[config.mk]
export PLATFORM = sky130hd
export DESIGN_NAME = triangle_primitive_assembler
export DESIGN_NICKNAME = d
export VERILOG_FILES = /design/src/hdl/tpa_pkg.sv /design/src/hdl/tpa_front.sv /design/src/hdl/tpa_queue.sv /design/src/hdl/tpa_back.sv /design/src/hdl/triangle_primitive_assembler.sv
export SDC_FILE = /design/constraint.sdc
export NUM_CORES = 1
export LEC_CHECK = 0
export BUFFER_PORTS_ARGS = -buffer_cell sky130_fd_sc_hd__buf_2
export CORE_MARGIN = 1
export CORE_UTILIZATION = 60
export CTS_BUF_LIST = sky130_fd_sc_hd__clkbuf_4 sky130_fd_sc_hd__clkbuf_8
export CTS_CLUSTER_DIAMETER = 150
export DETAILED_ROUTE_END_ITERATION = 8
export HOLD_SLACK_MARGIN = 0.08
export PLACE_DENSITY = 0.92
export SLEW_MARGIN = 5
export SYNTH_ARGS = -nofsm -noshare
export SYNTH_HDL_FRONTEND = slang
export SYNTH_SLANG_ARGS = --single-unit
export TNS_END_PERCENT = 1
[constraint.sdc]
create_clock -name clk -period 10.1 [get_ports clk]
set_clock_uncertainty 0.1 [all_clocks]
set_input_delay 2.02 -clock clk [delete_from_list [all_inputs] [get_ports clk]]
set_output_delay 2.02 -clock clk [all_outputs]
set_load 0.02 [all_outputs]
[src/hdl/tpa_pkg.sv]
package tpa_pkg;

  localparam int FIELD_BITS = 16;
  localparam int Q_DEPTH = 2;
  localparam int Q_PTR_BITS = $clog2(Q_DEPTH);

  localparam logic [1:0] MODE_LIST = 2'd0;
  localparam logic [1:0] MODE_FAN = 2'd1;
  localparam logic [1:0] MODE_STRIP = 2'd2;
  localparam logic [1:0] MODE_OTHER = 2'd3;

  typedef enum logic [2:0] {
    OP_KEEP_ANCHOR,
    OP_KEEP_OLDER,
    OP_KEEP_NEWER,
    OP_LIST_TRI,
    OP_FAN_TRI,
    OP_STRIP_EVEN,
    OP_STRIP_ODD
  } op_t;

  localparam int OP_BITS = $bits(op_t);

  typedef struct packed {
    logic [1:0]                   prim_mode;
    logic                         starts_primitive;
    logic signed [FIELD_BITS-1:0] vert_x;
    logic signed [FIELD_BITS-1:0] vert_y;
  } vertex_t;

  typedef struct packed {
    logic signed [FIELD_BITS-1:0] corner_a_x;
    logic signed [FIELD_BITS-1:0] corner_a_y;
    logic signed [FIELD_BITS-1:0] corner_b_x;
    logic signed [FIELD_BITS-1:0] corner_b_y;
    logic signed [FIELD_BITS-1:0] corner_c_x;
    logic signed [FIELD_BITS-1:0] corner_c_y;
  } triangle_t;

endpackage

[src/hdl/tpa_front.sv]
module tpa_front #(
  parameter int COORD_BITS = 16
) (
  input  logic                    clk,
  input  logic                    rst,
  input  logic                    vertex_valid,
  output logic                    vertex_stall,
  input  tpa_pkg::vertex_t        vertex,
  input  logic                    q_full,
  output logic                    q_push,
  output tpa_pkg::op_t            q_op,
  output logic [COORD_BITS-1:0]   q_x,
  output logic [COORD_BITS-1:0]   q_y
);
  import tpa_pkg::*;

  localparam int KEEP = (COORD_BITS < FIELD_BITS) ? COORD_BITS : FIELD_BITS;

  logic [1:0] active_mode, active_mode_next;
  logic [1:0] seen_count, seen_count_next;
  logic       strip_odd, strip_odd_next;
  logic [1:0] mode_eff;
  logic [1:0] cnt_eff;
  logic       odd_eff;
  logic       accept;
  logic       emit;

  assign vertex_stall = q_full;
  assign accept = vertex_valid && !q_full;
  assign q_x = COORD_BITS'(vertex.vert_x[KEEP-1:0]);
  assign q_y = COORD_BITS'(vertex.vert_y[KEEP-1:0]);
  assign q_push = accept && emit;

  // a start beat latches its mode and clears history before it is classified
  always_comb begin
    mode_eff = vertex.starts_primitive ? vertex.prim_mode : active_mode;
    cnt_eff = vertex.starts_primitive ? 2'd0 : seen_count;
    odd_eff = vertex.starts_primitive ? 1'b0 : strip_odd;
    active_mode_next = mode_eff;
    seen_count_next = cnt_eff;
    strip_odd_next = odd_eff;
    emit = 1'b0;
    q_op = OP_KEEP_OLDER;
    if (mode_eff != MODE_OTHER) begin
      emit = 1'b1;
      if (cnt_eff == 2'd0) begin
        q_op = (mode_eff == MODE_FAN) ? OP_KEEP_ANCHOR : OP_KEEP_OLDER;
        seen_count_next = 2'd1;
      end else if (cnt_eff == 2'd1) begin
        q_op = OP_KEEP_NEWER;
        seen_count_next = 2'd2;
      end else begin
        unique case (mode_eff)
          MODE_LIST: begin
            q_op = OP_LIST_TRI;
            seen_count_next = 2'd0;
          end
          MODE_FAN: begin
            q_op = OP_FAN_TRI;
          end
          default: begin
            q_op = odd_eff ? OP_STRIP_ODD : OP_STRIP_EVEN;
            strip_odd_next = !odd_eff;
          end
        endcase
      end
    end
  end

  always_ff @(posedge clk) begin
    if (rst) begin
      active_mode <= MODE_OTHER;
      seen_count <= 2'd0;
      strip_odd <= 1'b0;
    end else if (accept) begin
      active_mode <= active_mode_next;
      seen_count <= seen_count_next;
      strip_odd <= strip_odd_next;
    end
  end

endmodule

[src/hdl/tpa_queue.sv]
module tpa_queue #(
  parameter int WIDTH = 35
) (
  input  logic             clk,
  input  logic             rst,
  input  logic             push,
  input  logic [WIDTH-1:0] wr_data,
  output logic             full,
  input  logic             pop,
  output logic             not_empty,
  output logic [WIDTH-1:0] rd_data
);
  import tpa_pkg::*;

  logic [WIDTH-1:0]      entry [Q_DEPTH];
  logic [Q_PTR_BITS-1:0] wr_ptr;
  logic [Q_PTR_BITS-1:0] rd_ptr;
  logic [Q_PTR_BITS:0]   count;

  assign full = (count == (Q_PTR_BITS+1)'(Q_DEPTH));
  assign not_empty = (count != '0);
  assign rd_data = entry[rd_ptr];

  always_ff @(posedge clk) begin
    if (push) begin
      entry[wr_ptr] <= wr_data;
    end
  end

  always_ff @(posedge clk) begin
    if (rst) begin
      wr_ptr <= '0;
      rd_ptr <= '0;
      count <= '0;
    end else begin
      if (push) begin
        wr_ptr <= (wr_ptr == Q_PTR_BITS'(Q_DEPTH - 1)) ? '0 : wr_ptr + 1'b1;
      end
      if (pop) begin
        rd_ptr <= (rd_ptr == Q_PTR_BITS'(Q_DEPTH - 1)) ? '0 : rd_ptr + 1'b1;
      end
      if (push && !pop) begin
        count <= count + 1'b1;
      end else if (pop && !push) begin
        count <= count - 1'b1;
      end
    end
  end

endmodule

[src/hdl/tpa_back.sv]
module tpa_back #(
  parameter int COORD_BITS = 16
) (
  input  logic                  clk,
  input  logic                  rst,
  input  logic                  q_valid,
  input  tpa_pkg::op_t          q_op,
  input  logic [COORD_BITS-1:0] q_x,
  input  logic [COORD_BITS-1:0] q_y,
  output logic                  q_pop,
  output logic                  triangle_valid,
  input  logic                  triangle_stall,
  output tpa_pkg::triangle_t    triangle
);
  import tpa_pkg::*;

  localparam int KEEP = (COORD_BITS < FIELD_BITS) ? COORD_BITS : FIELD_BITS;

  logic [COORD_BITS-1:0] anchor_x, anchor_y;
  logic [COORD_BITS-1:0] older_x, older_y;
  logic [COORD_BITS-1:0] newer_x, newer_y;
  logic                  is_tri;
  triangle_t             tri_next;

  function automatic logic [FIELD_BITS-1:0] to_field(input logic [COORD_BITS-1:0] c);
    return FIELD_BITS'(c[KEEP-1:0]);
  endfunction

  assign is_tri = (q_op == OP_LIST_TRI) || (q_op == OP_FAN_TRI) ||
                  (q_op == OP_STRIP_EVEN) || (q_op == OP_STRIP_ODD);
  // history-only beats never wait on the output register
  assign q_pop = q_valid && (!is_tri || !triangle_valid || !triangle_stall);

  always_comb begin
    tri_next.corner_c_x = to_field(q_x);
    tri_next.corner_c_y = to_field(q_y);
    tri_next.corner_a_x = to_field(older_x);
    tri_next.corner_a_y = to_field(older_y);
    tri_next.corner_b_x = to_field(newer_x);
    tri_next.corner_b_y = to_field(newer_y);
    case (q_op)
      OP_FAN_TRI: begin
        tri_next.corner_a_x = to_field(anchor_x);
        tri_next.corner_a_y = to_field(anchor_y);
      end
      OP_STRIP_ODD: begin
        tri_next.corner_a_x = to_field(newer_x);
        tri_next.corner_a_y = to_field(newer_y);
        tri_next.corner_b_x = to_field(older_x);
        tri_next.corner_b_y = to_field(older_y);
      end
      default: begin
      end
    endcase
  end

  always_ff @(posedge clk) begin
    if (q_pop) begin
      unique case (q_op)
        OP_KEEP_ANCHOR: begin
          anchor_x <= q_x;
          anchor_y <= q_y;
        end
        OP_KEEP_OLDER: begin
          older_x <= q_x;
          older_y <= q_y;
        end
        OP_KEEP_NEWER, OP_FAN_TRI: begin
          newer_x <= q_x;
          newer_y <= q_y;
        end
        OP_STRIP_EVEN, OP_STRIP_ODD: begin
          older_x <= newer_x;
          older_y <= newer_y;
          newer_x <= q_x;
          newer_y <= q_y;
        end
        default: begin
        end
      endcase
    end
    if (q_pop && is_tri) begin
      triangle <= tri_next;
    end
  end

  always_ff @(posedge clk) begin
    if (rst) begin
      triangle_valid <= 1'b0;
    end else if (q_pop && is_tri) begin
      triangle_valid <= 1'b1;
    end else if (!triangle_stall) begin
      triangle_valid <= 1'b0;
    end
  end

endmodule

[src/hdl/triangle_primitive_assembler.sv]
// channel    dir  valid            stall            beat
// vertex     in   vertex_valid     vertex_stall     tpa_pkg::vertex_t
// triangle   out  triangle_valid   triangle_stall   tpa_pkg::triangle_t
//
// one vertex per cycle while vertex_stall is low; a last vertex is queued, then its
// triangle is registered; the front classifies each vertex against mode and count,
// the back holds the corner registers; a two-entry command queue sits between them
// vertex_stall rises only when the queue is full, i.e. the output register is held
// rst is synchronous; control state clears, corner registers are not reset
module triangle_primitive_assembler #(
  parameter int COORD_BITS = 16
) (
  input  logic               clk,
  input  logic               rst,
  input  logic               vertex_valid,
  output logic               vertex_stall,
  input  tpa_pkg::vertex_t   vertex,
  output logic               triangle_valid,
  input  logic               triangle_stall,
  output tpa_pkg::triangle_t triangle
);
  import tpa_pkg::*;

  localparam int QW = OP_BITS + 2 * COORD_BITS;

  logic                  q_full, q_push, q_pop, q_not_empty;
  op_t                   f_op;
  logic [COORD_BITS-1:0] f_x, f_y;
  logic [QW-1:0]         q_rd;
  op_t                   b_op;

  tpa_front #(.COORD_BITS(COORD_BITS)) u_front (
    .clk          (clk),
    .rst          (rst),
    .vertex_valid (vertex_valid),
    .vertex_stall (vertex_stall),
    .vertex       (vertex),
    .q_full       (q_full),
    .q_push       (q_push),
    .q_op         (f_op),
    .q_x          (f_x),
    .q_y          (f_y)
  );

  tpa_queue #(.WIDTH(QW)) u_queue (
    .clk       (clk),
    .rst       (rst),
    .push      (q_push),
    .wr_data   ({f_op, f_x, f_y}),
    .full      (q_full),
    .pop       (q_pop),
    .not_empty (q_not_empty),
    .rd_data   (q_rd)
  );

  assign b_op = op_t'(q_rd[QW-1 -: OP_BITS]);

  tpa_back #(.COORD_BITS(COORD_BITS)) u_back (
    .clk            (clk),
    .rst            (rst),
    .q_valid        (q_not_empty),
    .q_op           (b_op),
    .q_x            (q_rd[2*COORD_BITS-1:COORD_BITS]),
    .q_y            (q_rd[COORD_BITS-1:0]),
    .q_pop          (q_pop),
    .triangle_valid (triangle_valid),
    .triangle_stall (triangle_stall),
    .triangle       (triangle)
  );

endmodule

==> results.yml <==
critical_path:
  endpoint_kind: "flip-flop"
  r2r_slack_ps: 5840
  path_buf_inv: 1
  worstSetupPathDepth: 5
  critPathTopFamily: "compound AO/OA/AOI/OAI gates"
  cpMostUsedCell: "a21oi_4"
  critPathMaxFanout: 39
  crit_chain: "mux2i_4, buf_4, a21oi_4, o21ai_1, a21oi_4"
  r2r-end: "u_back.older_x[4]"
  critPathSlowestCell: "a21oi_4"
  criticalPathCategory: "reg -> reg"
  reg2reg_depth: 5
  critical_path_required_ps: 10140
  start_kind: "flip-flop"
  slowest_delay_ps: 1000
  worst_ep_arrival_time_ps: 4300
synthesis:
  synth_edf_count: 262
  yosys_warnings: 0
  syn_area_um2: 10500
  ys_seq_area_share_pct: 76.8
  synth.distinct_cells: 44
  synth_ff_type: "edfxtp_1"
  synth-seq-cells: 273
  synth_fp_nets: 620
  syn_inst: 580
  avgSynthCellArea_um2: 18.2
  async_flop_share_pct: 0
clocking:
  clockBufferDepth: 3
  path_clk_slew_ps: 70
  clock-root-buffer: "clkbuf_8"
  cts_resized: 0
  cts_hold_buffers: 0
  cts_tree: "done"
  clkSinkCount: 273
  cts-buffers-inserted: 40
  post_cts_buffers: 0
  insertion_delay_ps: 550
  h-tree-depth: 2
routing:
  postRouteAntennaNets: 0
  routedWlPerCell_um: 20.1
  wl_um: 19900
  drtIter0Drc: 580
  drc_errors: 0
  drt-pass1-iter-count: 4
  avgViaCountPerCell: 5.73
  via_count: 5685
finish:
  drive_above_1_share_pct: 40.3
  design_area_um2: 12200
  mostFrequentLayoutCell: "edfxtp_1"
  antenna_cells: 0
  mostFrequentLayoutCells: "262 x edfxtp_1, 136 x buf_2, 95 x mux2_2, 42 x clkbuf_8, 40 x nand2_1"
  area_growth_pct: 15.6
  nFillCells: 979
  num-nets-final: 779
global_route:
  grt.overflow.total: 0
  grt_pass1_vias: 5767
  grt_pass1_wl_um: 30300
  grtUsageTotal_pct: 22.7
  antenna_found_initial: 0
  grt_max_degree: 65
placement:
  numPortBuffers: 136
  hpwlAfterDp_um: 12600
  place_area_um2: 11400
  pre_cts_ws_ps: 5740
  globalplace.congestion: 0.766
sta:
  post-route-period-util_pct: 42.2
  setup_ws_ps: 5840
  rsz0062_at_grt: "no"
  period_minus_slack_ps: 4260
  hold_viol_final: 0
  fmax_mhz: 235
  relSlewSlack_pct: 17.5
  maxSlewViolCount: 0
  setup-tns-final_ps: 0
  worst_pin_slew_ps: 1230
  setup_viol: 0
floorplan:
  start_util_pct: 61.1
  coreArea_um2: 17200
  fp-row-count: 48
  ios: 137
  dieWidth_um: 134
  dieArea_um2: 18100
  die_y_um: 134
power_and_ir_drop:
  p_per_area_nw_per_um2: 291
  power.leakage_nw: 4.41
  worst_ir_drop_vdd_mv: 0.209
hold_path:
  whs_endpoint: "u_queue.count[1]"
  hold_path_depth: 2
  hold_class: "reg -> reg"
  min_from: "u_queue.count[1]"
status:
  status: "completed"
flow_run:
  max_cap_viol_count: 0
## final cells by class
cell class | count | area [um2] | area share, %
tap | 225 | 282 | 2.31
timing repair buffer | 141 | 718 | 5.90
clock inverter | 17 | 100 | 0.822
clock buffer | 53 | 661 | 5.43
inverter | 7 | 26.3 | 0.216
sequential | 273 | 8090 | 66.4
multi-input combinational | 276 | 2300 | 18.9
## through the flow
step / total power, mW / utilization [%] / cells / hold WS [ps]
after detailed placement: 2.71 / 66.2 / 922 / 418
after global routing: 3.69 / 70.6 / 992 / 471
after floorplan: 2.44 / - / 580 / 371
after CTS: 3.55 / 70.6 / 992 / 433
after global placement: 2.65 / 66.2 / 922 / 382
final: 3.54 / 70.6 / 992 / 430
## where the power goes
part | switching (mW) | internal, mW
clock network | 0.391 | 0.451
registers | 0.130 | 1.66
logic | 0.583 | 0.326
## kinds of logic (layout without fill, tap and decap cells)
group / after synthesis / in the layout / synth area share (%)
compound gates: 62 / 62 / 3.54
simple gates: 76 / 76 / 3.52
fa+ha+maj: 1 / 1 / 0.119
flops: 273 / 273 / 76.8
buf+inv: 31 / 218 / 1.88
xor+xnor: 5 / 5 / 0.416
mux: 132 / 132 / 13.7
## metal layers
metal	share of wire (%)	vias to the layer above	wire, um	global-route usage, %
met1	39	2824	7750	27.4
met2	51	239	10200	39.1
met3	6.2	52	1230	3.90
li1	-	2570	-	-
met4	3.7	0	746	12.2
met5	0	-	0	0
## registers in the layout, indices dropped and copies added (netlist names), 2 cells and up, named ones only
register and count:
u_back.anchor_y 16, u_queue.count 2, u_back.newer_y 16, u_back.older_x 16
u_back.triangle 96, u_queue.entry 70, u_back.newer_x 16, u_back.older_y 16
u_front.seen_count 2, u_back.anchor_x 16, u_front.active_mode 2
## tightest hold or removal path, stage by stage, from the launching register on
cell     delay [ps]
dfxtp_1         330
o21ai_0          80
a21oi_1          60
## how the worst max path moves through the flow
stage	start	to	slack (ps)
floorplan	triangle_stall	u_back.triangle[0]	2740
global placement	triangle_stall	u_back.triangle[39]	5870
detailed placement	triangle_stall	u_back.triangle[48]	5740
CTS	flip-flop	u_back.older_x[4]	5840
global route	flip-flop	u_back.older_x[4]	5620
finish	flip-flop	u_back.older_x[4]	5840
## synthesized netlist by cell type (3+ instances only)
| cell type | number | area, um2 |
|---|---|---|
| buf_2 | 10 | 50.1 |
| o21ai_0 | 39 | 195 |
| and2_1 | 4 | 25.0 |
| nand2_1 | 40 | 150 |
| mux2_2 | 95 | 1070 |
| a21oi_1 | 7 | 35.0 |
| nor2_1 | 6 | 22.5 |
| buf_6 | 7 | 78.8 |
| dfxtp_1 | 11 | 220 |
| nand3b_1 | 7 | 52.6 |
| mux2i_1 | 34 | 340 |
| buf_4 | 3 | 22.5 |
| nand3_1 | 6 | 30.0 |
| xor2_1 | 4 | 35.0 |
| edfxtp_1 | 262 | 7870 |
| inv_1 | 7 | 26.3 |
Note: power is estimated with default switching activity, not from simulation.
